--- config.mk ---
export PLATFORM = sky130hd
export DESIGN_NAME = sha256_message_hasher_unit
export DESIGN_NICKNAME = d
export VERILOG_FILES = /design/src/design/smh_pkg.sv /design/src/design/smh_core.sv /design/src/design/sha256_message_hasher_unit.sv
export SDC_FILE = /design/constraint.sdc
export NUM_CORES = 2
export LEC_CHECK = 0
export BUFFER_PORTS_ARGS = -buffer_cell sky130_fd_sc_hd__buf_2
export CAP_MARGIN = 20
export CORE_MARGIN = 1.5
export CORE_UTILIZATION = 65
export DETAILED_ROUTE_END_ITERATION = 12
export PLACE_DENSITY_LB_ADDON = 0.25
export SYNTH_ARGS = -nofsm -noshare
export SYNTH_HDL_FRONTEND = slang
export SYNTH_SLANG_ARGS = --single-unit
--- constraint.sdc ---
create_clock -name clk -period 76.5 [get_ports clk]
set_input_delay 19.125 -clock clk [delete_from_list [all_inputs] [get_ports clk]]
set_output_delay 19.125 -clock clk [all_outputs]
set_load 0.005 [all_outputs]
--- src/design/smh_pkg.sv ---
// Shared types and constants for the SHA-256 message hasher.
// Holds the round constant table, the initial chaining value and the
// control/status structs between the sequencer and the compression core.
package smh_pkg;

  localparam int unsigned SMH_WORD_W   = 32;
  localparam int unsigned SMH_ROUNDS   = 64;
  localparam int unsigned SMH_BLOCK_W  = 512;
  localparam logic [7:0]  SMH_PAD_BYTE = 8'h80;
  localparam logic [5:0]  SMH_LEN_POS  = 6'd56;

  // Initial chaining value, H0 in entry 0
  localparam logic [7:0][31:0] SMH_IV = {
    32'h5be0cd19, 32'h1f83d9ab, 32'h9b05688c, 32'h510e527f,
    32'ha54ff53a, 32'h3c6ef372, 32'hbb67ae85, 32'h6a09e667
  };

  localparam logic [31:0] SMH_K [SMH_ROUNDS] = '{
    32'h428a2f98, 32'h71374491, 32'hb5c0fbcf, 32'he9b5dba5,
    32'h3956c25b, 32'h59f111f1, 32'h923f82a4, 32'hab1c5ed5,
    32'hd807aa98, 32'h12835b01, 32'h243185be, 32'h550c7dc3,
    32'h72be5d74, 32'h80deb1fe, 32'h9bdc06a7, 32'hc19bf174,
    32'he49b69c1, 32'hefbe4786, 32'h0fc19dc6, 32'h240ca1cc,
    32'h2de92c6f, 32'h4a7484aa, 32'h5cb0a9dc, 32'h76f988da,
    32'h983e5152, 32'ha831c66d, 32'hb00327c8, 32'hbf597fc7,
    32'hc6e00bf3, 32'hd5a79147, 32'h06ca6351, 32'h14292967,
    32'h27b70a85, 32'h2e1b2138, 32'h4d2c6dfc, 32'h53380d13,
    32'h650a7354, 32'h766a0abb, 32'h81c2c92e, 32'h92722c85,
    32'ha2bfe8a1, 32'ha81a664b, 32'hc24b8b70, 32'hc76c51a3,
    32'hd192e819, 32'hd6990624, 32'hf40e3585, 32'h106aa070,
    32'h19a4c116, 32'h1e376c08, 32'h2748774c, 32'h34b0bcb5,
    32'h391c0cb3, 32'h4ed8aa4a, 32'h5b9cca4f, 32'h682e6ff3,
    32'h748f82ee, 32'h78a5636f, 32'h84c87814, 32'h8cc70208,
    32'h90befffa, 32'ha4506ceb, 32'hbef9a3f7, 32'hc67178f2
  };

  // Sequencer to core
  typedef struct packed {
    logic       push;    // shift one byte into the block window
    logic [7:0] data;    // byte to shift in
    logic       start;   // begin compressing the window
    logic       init;    // reload the initial chaining value
  } smh_ctl_t;

  // Core to sequencer
  typedef struct packed {
    logic             busy;
    logic [7:0][31:0] hash;
  } smh_stat_t;

endpackage

--- src/design/smh_core.sv ---
// SHA-256 compression core: 512-bit block window that doubles as the
// message schedule, one round per cycle, then a chaining add step.
// Depends on smh_pkg.
module smh_core
  import smh_pkg::*;
(
  input  logic      clk,
  input  logic      rst_n,
  input  smh_ctl_t  ctl,
  output smh_stat_t stat
);

  localparam logic [1:0] PH_IDLE  = 2'd0;
  localparam logic [1:0] PH_ROUND = 2'd1;
  localparam logic [1:0] PH_ADD   = 2'd2;

  logic [1:0]             ph_r, ph_nxt;
  logic [5:0]             rnd_r, rnd_nxt;
  logic [SMH_BLOCK_W-1:0] win_r, win_nxt;
  logic [7:0][31:0]       v_r, v_nxt;
  logic [7:0][31:0]       hash_r, hash_nxt;

  logic [31:0] w0, w1, w9, w14, w_new;
  logic [31:0] t1, t2, big0, big1, chs, mj;

  function automatic logic [31:0] rotr(input logic [31:0] x, input logic [4:0] n);
    rotr = (x >> n) | (x << (6'd32 - {1'b0, n}));
  endfunction

  // Schedule window taps: word i sits at bits [511-32i -: 32]
  assign w0  = win_r[511:480];
  assign w1  = win_r[479:448];
  assign w9  = win_r[223:192];
  assign w14 = win_r[63:32];

  assign w_new = (rotr(w14, 5'd17) ^ rotr(w14, 5'd19) ^ (w14 >> 10)) + w9
               + (rotr(w1, 5'd7) ^ rotr(w1, 5'd18) ^ (w1 >> 3)) + w0;

  assign big1 = rotr(v_r[4], 5'd6) ^ rotr(v_r[4], 5'd11) ^ rotr(v_r[4], 5'd25);
  assign chs  = (v_r[4] & v_r[5]) ^ (~v_r[4] & v_r[6]);
  assign t1   = v_r[7] + big1 + chs + SMH_K[rnd_r] + w0;
  assign big0 = rotr(v_r[0], 5'd2) ^ rotr(v_r[0], 5'd13) ^ rotr(v_r[0], 5'd22);
  assign mj   = (v_r[0] & v_r[1]) ^ (v_r[0] & v_r[2]) ^ (v_r[1] & v_r[2]);
  assign t2   = big0 + mj;

  always_comb begin
    ph_nxt   = ph_r;
    rnd_nxt  = rnd_r;
    win_nxt  = win_r;
    v_nxt    = v_r;
    hash_nxt = hash_r;
    unique case (ph_r)
      PH_ROUND: begin
        v_nxt   = {v_r[6], v_r[5], v_r[4], v_r[3] + t1, v_r[2], v_r[1], v_r[0], t1 + t2};
        win_nxt = {win_r[SMH_BLOCK_W-SMH_WORD_W-1:0], w_new};
        rnd_nxt = rnd_r + 6'd1;
        if (rnd_r == 6'(SMH_ROUNDS - 1)) begin
          ph_nxt = PH_ADD;
        end
      end
      PH_ADD: begin
        for (int i = 0; i < 8; i++) begin
          hash_nxt[i] = hash_r[i] + v_r[i];
        end
        ph_nxt = PH_IDLE;
      end
      default: begin
        if (ctl.init) begin
          hash_nxt = SMH_IV;
        end
        if (ctl.push) begin
          win_nxt = {win_r[SMH_BLOCK_W-9:0], ctl.data};
        end
        if (ctl.start) begin
          v_nxt   = hash_r;
          rnd_nxt = '0;
          ph_nxt  = PH_ROUND;
        end
      end
    endcase
  end

  always_ff @(posedge clk) begin
    if (!rst_n) begin
      ph_r   <= PH_IDLE;
      rnd_r  <= '0;
      hash_r <= SMH_IV;
    end else begin
      ph_r   <= ph_nxt;
      rnd_r  <= rnd_nxt;
      hash_r <= hash_nxt;
    end
  end

  always_ff @(posedge clk) begin
    win_r <= win_nxt;
    v_r   <= v_nxt;
  end

  assign stat.busy = (ph_r != PH_IDLE);
  assign stat.hash = hash_r;

endmodule

--- src/design/sha256_message_hasher_unit.sv ---
// SHA-256 message hasher top level: byte stream in, four 64-bit digest
// words out. Sequencer for load, padding and output around smh_core.
// Depends on smh_pkg and smh_core.
//
//  channel | dir | handshake             | payload
//  --------+-----+-----------------------+-----------------------------------------
//  in_     | in  | in_tvalid / in_tready | tdata[7:0]=data_byte, tuser=byte_present,
//          |     |                       | tlast=end_of_message
//  out_    | out | out_tvalid/out_tready | tdata[63:0]=digest_word,
//          |     |                       | tuser[1:0]=word_index, tlast=last_word
//
// Every 64th byte starts a compression: 64 rounds at one per cycle, a
// chaining add and a step for the sequencer to see the core idle, all with
// in_tready low; the single round unit in smh_core sets the round rate.
// The end-of-message transfer feeds padding bytes one per cycle up to the
// end of the block (at most 64 bytes, or 72 with an extra block), with a
// compression after each padded block, then presents four digest
// words. in_tready is low from padding until the last word is taken.
// Reset is synchronous and active low; the chaining value returns to the
// initial hash value after reset and after every digest. A stall on
// out_tready holds the current digest word.
module sha256_message_hasher_unit
  import smh_pkg::*;
(
  input  logic        clk,
  input  logic        rst_n,
  input  logic        in_tvalid,
  output logic        in_tready,
  input  logic [7:0]  in_tdata,   // [7:0] data_byte
  input  logic        in_tuser,   // [0] byte_present
  input  logic        in_tlast,   // end_of_message
  output logic        out_tvalid,
  input  logic        out_tready,
  output logic [63:0] out_tdata,  // [63:0] digest_word
  output logic [1:0]  out_tuser,  // [1:0] word_index
  output logic        out_tlast   // last_word
);

  localparam logic [2:0] ST_IDLE  = 3'd0;  // take message bytes
  localparam logic [2:0] ST_COMP  = 3'd1;  // compress a full message block
  localparam logic [2:0] ST_PAD   = 3'd2;  // feed padding bytes
  localparam logic [2:0] ST_PCOMP = 3'd3;  // compress a padded block
  localparam logic [2:0] ST_OUT   = 3'd4;  // present digest words

  logic [2:0]  st_r, st_nxt;
  logic [5:0]  fill_r, fill_nxt;
  logic [63:0] bits_r, bits_nxt;
  logic        eom_r, eom_nxt;
  logic        first_r, first_nxt;
  logic        len_r, len_nxt;
  logic [1:0]  widx_r, widx_nxt;

  smh_ctl_t    ctl;
  smh_stat_t   stat;

  logic        len_act;
  logic [63:0] len_sh;

  smh_core u_core (
    .clk   (clk),
    .rst_n (rst_n),
    .ctl   (ctl),
    .stat  (stat)
  );

  // Length bytes go out big-endian once the fill count reaches the length slot
  assign len_act = !first_r && (len_r || (fill_r == SMH_LEN_POS));
  assign len_sh  = bits_r >> {~fill_r[2:0], 3'b000};

  always_comb begin
    st_nxt    = st_r;
    fill_nxt  = fill_r;
    bits_nxt  = bits_r;
    eom_nxt   = eom_r;
    first_nxt = first_r;
    len_nxt   = len_r;
    widx_nxt  = widx_r;
    ctl       = '0;
    unique case (st_r)
      ST_IDLE: begin
        if (in_tvalid) begin
          if (in_tuser) begin
            // append the byte; a full block goes to compression first
            ctl.push = 1'b1;
            ctl.data = in_tdata;
            bits_nxt = bits_r + 64'd8;
            fill_nxt = fill_r + 6'd1;
            if (fill_r == 6'd63) begin
              ctl.start = 1'b1;
              eom_nxt   = in_tlast;
              st_nxt    = ST_COMP;
            end else if (in_tlast) begin
              st_nxt = ST_PAD;
            end
          end else if (in_tlast) begin
            st_nxt = ST_PAD;
          end
          first_nxt = 1'b1;
          len_nxt   = 1'b0;
        end
      end
      ST_COMP: begin
        if (!stat.busy) begin
          st_nxt = eom_r ? ST_PAD : ST_IDLE;
        end
      end
      ST_PAD: begin
        ctl.push = 1'b1;
        priority if (first_r) begin
          ctl.data = SMH_PAD_BYTE;
        end else if (len_act) begin
          ctl.data = len_sh[7:0];
        end else begin
          ctl.data = 8'h00;
        end
        first_nxt = 1'b0;
        if (len_act) begin
          len_nxt = 1'b1;
        end
        fill_nxt = fill_r + 6'd1;
        if (fill_r == 6'd63) begin
          ctl.start = 1'b1;
          st_nxt    = ST_PCOMP;
        end
      end
      ST_PCOMP: begin
        if (!stat.busy) begin
          st_nxt   = len_r ? ST_OUT : ST_PAD;
          widx_nxt = '0;
        end
      end
      ST_OUT: begin
        if (out_tready) begin
          widx_nxt = widx_r + 2'd1;
          if (widx_r == 2'd3) begin
            // back to the start state for the next message
            ctl.init = 1'b1;
            bits_nxt = '0;
            fill_nxt = '0;
            eom_nxt  = 1'b0;
            st_nxt   = ST_IDLE;
          end
        end
      end
      default: begin
        st_nxt = ST_IDLE;
      end
    endcase
  end

  always_ff @(posedge clk) begin
    if (!rst_n) begin
      st_r    <= ST_IDLE;
      fill_r  <= '0;
      bits_r  <= '0;
      eom_r   <= 1'b0;
      first_r <= 1'b0;
      len_r   <= 1'b0;
      widx_r  <= '0;
    end else begin
      st_r    <= st_nxt;
      fill_r  <= fill_nxt;
      bits_r  <= bits_nxt;
      eom_r   <= eom_nxt;
      first_r <= first_nxt;
      len_r   <= len_nxt;
      widx_r  <= widx_nxt;
    end
  end

  assign in_tready  = (st_r == ST_IDLE);
  assign out_tvalid = (st_r == ST_OUT);
  assign out_tdata  = {stat.hash[{widx_r, 1'b0}], stat.hash[{widx_r, 1'b1}]};
  assign out_tuser  = widx_r;
  assign out_tlast  = (widx_r == 2'd3);

`ifndef SYNTH
  // digest words only show once the last compression has finished
  a_out_not_busy: assert property (@(posedge clk) disable iff (!rst_n)
    out_tvalid |-> !stat.busy)
    else $error("digest presented while compression runs");

  // padding always ends on a block boundary
  a_out_fill_zero: assert property (@(posedge clk) disable iff (!rst_n)
    out_tvalid |-> (fill_r == 6'd0))
    else $error("fill count not zero at digest output");

  // a compression is never started on top of a running one
  a_start_idle: assert property (@(posedge clk) disable iff (!rst_n)
    ctl.start |-> !stat.busy)
    else $error("compression started while busy");

  // after the final word the block is ready for the next message
  a_ready_after_last: assert property (@(posedge clk) disable iff (!rst_n)
    (out_tvalid && out_tready && out_tlast) |=> (in_tready && !stat.busy))
    else $error("not ready after last digest word");
`endif

endmodule
==> metrics.md <==
| Metric | Value |
|---|---|
| Initial DRC count | 6224 |
| Fmax | 44.5 MHz |
| Die Ht | 339 um |
| WP depth | 3 |
| Share of layout cells above drive strength 1 | 0.175 |
| Final hold slack | 0.485 ns |
| Gr usage total | 0.379 |
| Leading register cell type out of synthesis | edfxtp_1 |
| Avg Cell Area, Syn | around 11 sq um |
| Yosys reg bits | about 1100 |
| Clock Latency Late Sink | 0.75 ns |
| Cell Area, Synth | 0.0732 sq mm |
| Finished Layout Cells | roughly 8200 |
| Critical path type | reg -> out |
| RSZ-0062 raised after global routing | false |
| Final Core Density | 0.708 |
| PwrDens | 45.7 mW/mm^2 |
| Largest net degree at the start of global routing | 206 |
| Vias in the first global route | 53600 |
| MaxCap Viol Count | 0 |
| First-pass GRT wire length | 330 mm |
| Number of iterations in the first detailed-routing pass | 6 |
| Fin nets | 7248 |
| Asr flop ratio synth | 0 |
| Slowest CP cell | buf_4 |
| Top cells by area, synth | edfxtp_1, mux2_2, dfxtp_1 |
| Reg2reg path depth | 37 |
| Period minus WS final | 22.46 ns |
| Post-CTS Setup Inserts | 0 |
| Worst path max stage delay | around 0.82 ns |
| Post-Synthesis Cells | 6742 |
| Final TNS setup | 0 ns |
| Die Footprint | 0.115 sq mm |
| Core outline area | 0.111 sq mm |
| Post-synth EDFFs | 768 |
| Worst Path Required | between 50 and 60 ns |
| Remaining antenna violation count | 0 |
| Antenna violations before repair | 10 |
| Crit path DAT | 3.34 ns |
| Crit path capture type | output pin |
| Root buffer cell | clkbuf_16 |
| CP top delay family | buffers and inverters |
| Cell internal pwr | 0.00199 W |
| Pleak | roughly 29 nW |
| CTS buffer count | 118 |
| Via count | approximately 55000 |
| Slew at the pin with the worst max-slew slack | 1.45 ns |
| Sequential group share of total power | 0.236 |
| Synth top cells by count | edfxtp_1, mux2_2, nand2_1 |
| Post-synth top area cell | edfxtp_1 |
| P_sw | 0.00160 W |
| Routed WL | 222 mm |
| Max-slew violation count | 0 |
| Worst hold path class | reg -> reg |
| RePlAce Congestion | between 1 and 1.5 |
| Worst-path cell chain | buf_4 > mux4_2 > buf_2 |
| Initial core utilization | 0.659 |
| Final setup viols | 0 |
| Status | finished clean |
| Critical Path Source Type | register |
| DRC viols | 0 |
| Port Buffers | 82 |
| Area delta synth->final | 7.47% |
| Post-Syn Nets | 7349 |
| CTS resizes | 0 |
| Relative slew slack | 0.0313 |
| Syn. warnings | 0 |
| Buf/Inv on CP | 2 |
| Worst hold path cell count | 2 |
| Count leader, synth | edfxtp_1 |
| Clk pwr share | 0.163 |
| Clock sink total | ~1100 |
| Synth top area share | 0.315 |
| Final hold violation count | 0 |
| Post-Place Cells | 8008 |
| Hold Buf Count CTS | 0 |
| Pre-CTS setup slack | 53.77 ns |
| CP max FO | 42 |
| Die Wd | 339 um |
| Worst setup margin | 54.04 ns |
| Max clock buf depth | 3 |
| Wire per inst | 26.9 um |
| Final period utilization | 0.294 |
| Post-synthesis cell type count | 85 |
| Final Skew | roughly 0.028 ns |
| Final HPWL DP | approximately 160 mm |
| Switch share | 0.446 |
| Vias/cell | 6.67 |
| Reg clk slew, reported paths | 0.08 ns |
| CTS tree | done |
| Post-synthesis sequential area ratio | 0.408 |
| FP Rows | 122 |
| Max VDD drop | 0.0000562 V |
| Logic pwr share | 0.601 |
| H-tree depth | 3 |
| IO Count | 83 |
| Overflow after GRT | 0 |
-- worst min-delay path, delay by kind of cell (launching register included) --
family	cells	cell delay (ns)
compound gates	1	0.07
simple gates	1	0.05
flops	1	0.32
-- power groups by stage --
stage	sequential, W	combinational (W)	clock (W)
finish	0.000849	0.00216	0.000585
global route	0.000854	0.00233	0.000611
CTS	0.000847	0.00210	0.000589
detailed placement	0.000858	0.00207	0
global placement	0.000855	0.00203	0
floorplan	0.000847	0.00155	0
-- registers in the layout, indices dropped and copies added (netlist names), 2 cells and up --
signal        count
bits_r           61
u_core.v_r      256
u_core.stat     256
u_core.win_r    512
fill_r            6
u_core.rnd_r      6
u_core.ph_r       2
st_r              3
out_tuser         2
-- area by class of cell --
cell class	instances	area (sq um)
clock inverter	71	713
sequential	1107	29900
antenna	2	5.00
timing repair buffer	140	931
inverter	287	1090
fill	8053	32400
clock buffer	150	3200
tap	1488	1860
multi-input combinational	4987	41000
-- stage by stage --
step | power, W | area (sq um)
2_1_floorplan | 0.00240 | 73200
3_3_place_gp | 0.00288 | 74700
3_5_place_dp | 0.00293 | 74700
4_1_cts | 0.00353 | 78700
5_1_grt | 0.00380 | 78700
6_report | 0.00359 | 78700
-- metal layers --
layer	global-route usage	wire length, um	up-vias
li1	-	-	24500
met1	0.488	83500	27000
met2	0.599	102000	2783
met3	0.0714	21500	641
met4	0.224	15200	6
met5	0	34	-
-- worst paths after layout --
kind | slack [ns] | end | start
worst min register to register | 0.49 | eom_r$_SDFFE_PN0P_ | eom_r$_SDFFE_PN0P_
worst max register to register | 64.63 | u_core.v_r[25]$_DFFE_PP_ | u_core.rnd_r[0]$_SDFFE_PN0P_
worst max-delay path | 54.04 | out_tdata[14] | out_tuser[0]$_SDFFE_PN0P_
worst min-delay path | 0.49 | eom_r$_SDFFE_PN0P_ | eom_r$_SDFFE_PN0P_
-- cells in the final DEF (no fill, tap or decap), drive strengths merged, types with 21 or more instances in the layout --
| master | n |
|---|---|
| a211oi | 48 |
| a21o | 166 |
| a21oi | 434 |
| a22oi | 66 |
| a31oi | 45 |
| and3 | 40 |
| buf | 140 |
| clkbuf | 150 |
| clkinv | 52 |
| dfxtp | 339 |
| edfxtp | 768 |
| fa | 195 |
| ha | 398 |
| inv | 290 |
| maj3 | 25 |
| mux2 | 725 |
| mux2i | 44 |
| mux4 | 81 |
| nand2 | 454 |
| nand2b | 63 |
| nand3 | 113 |
| nand4 | 29 |
| nor2 | 394 |
| nor2b | 73 |
| nor3 | 90 |
| o211ai | 21 |
| o21a | 66 |
| o21ai | 340 |
| o21bai | 32 |
| o22ai | 91 |
| or3 | 43 |
| xnor2 | 419 |
| xor2 | 200 |
-- logic make-up (layout without fill, tap and decap cells) --
group | after synthesis | after routing | share of synthesized area
xor gates and xnor gates | 619 | 619 | 0.0740
and+or+nand+nor | 1380 | 1380 | 0.0866
buffers and inverters | 648 | 648 | 0.0332
other | 0 | 2 | 0
AOI/OAI and AO/OA | 1520 | 1520 | 0.131
DFF | 1107 | 1107 | 0.408
adders and majority gates | 618 | 618 | 0.125
muxes | 850 | 850 | 0.142
No activity file was read; power rests on OpenSTA's default activity.
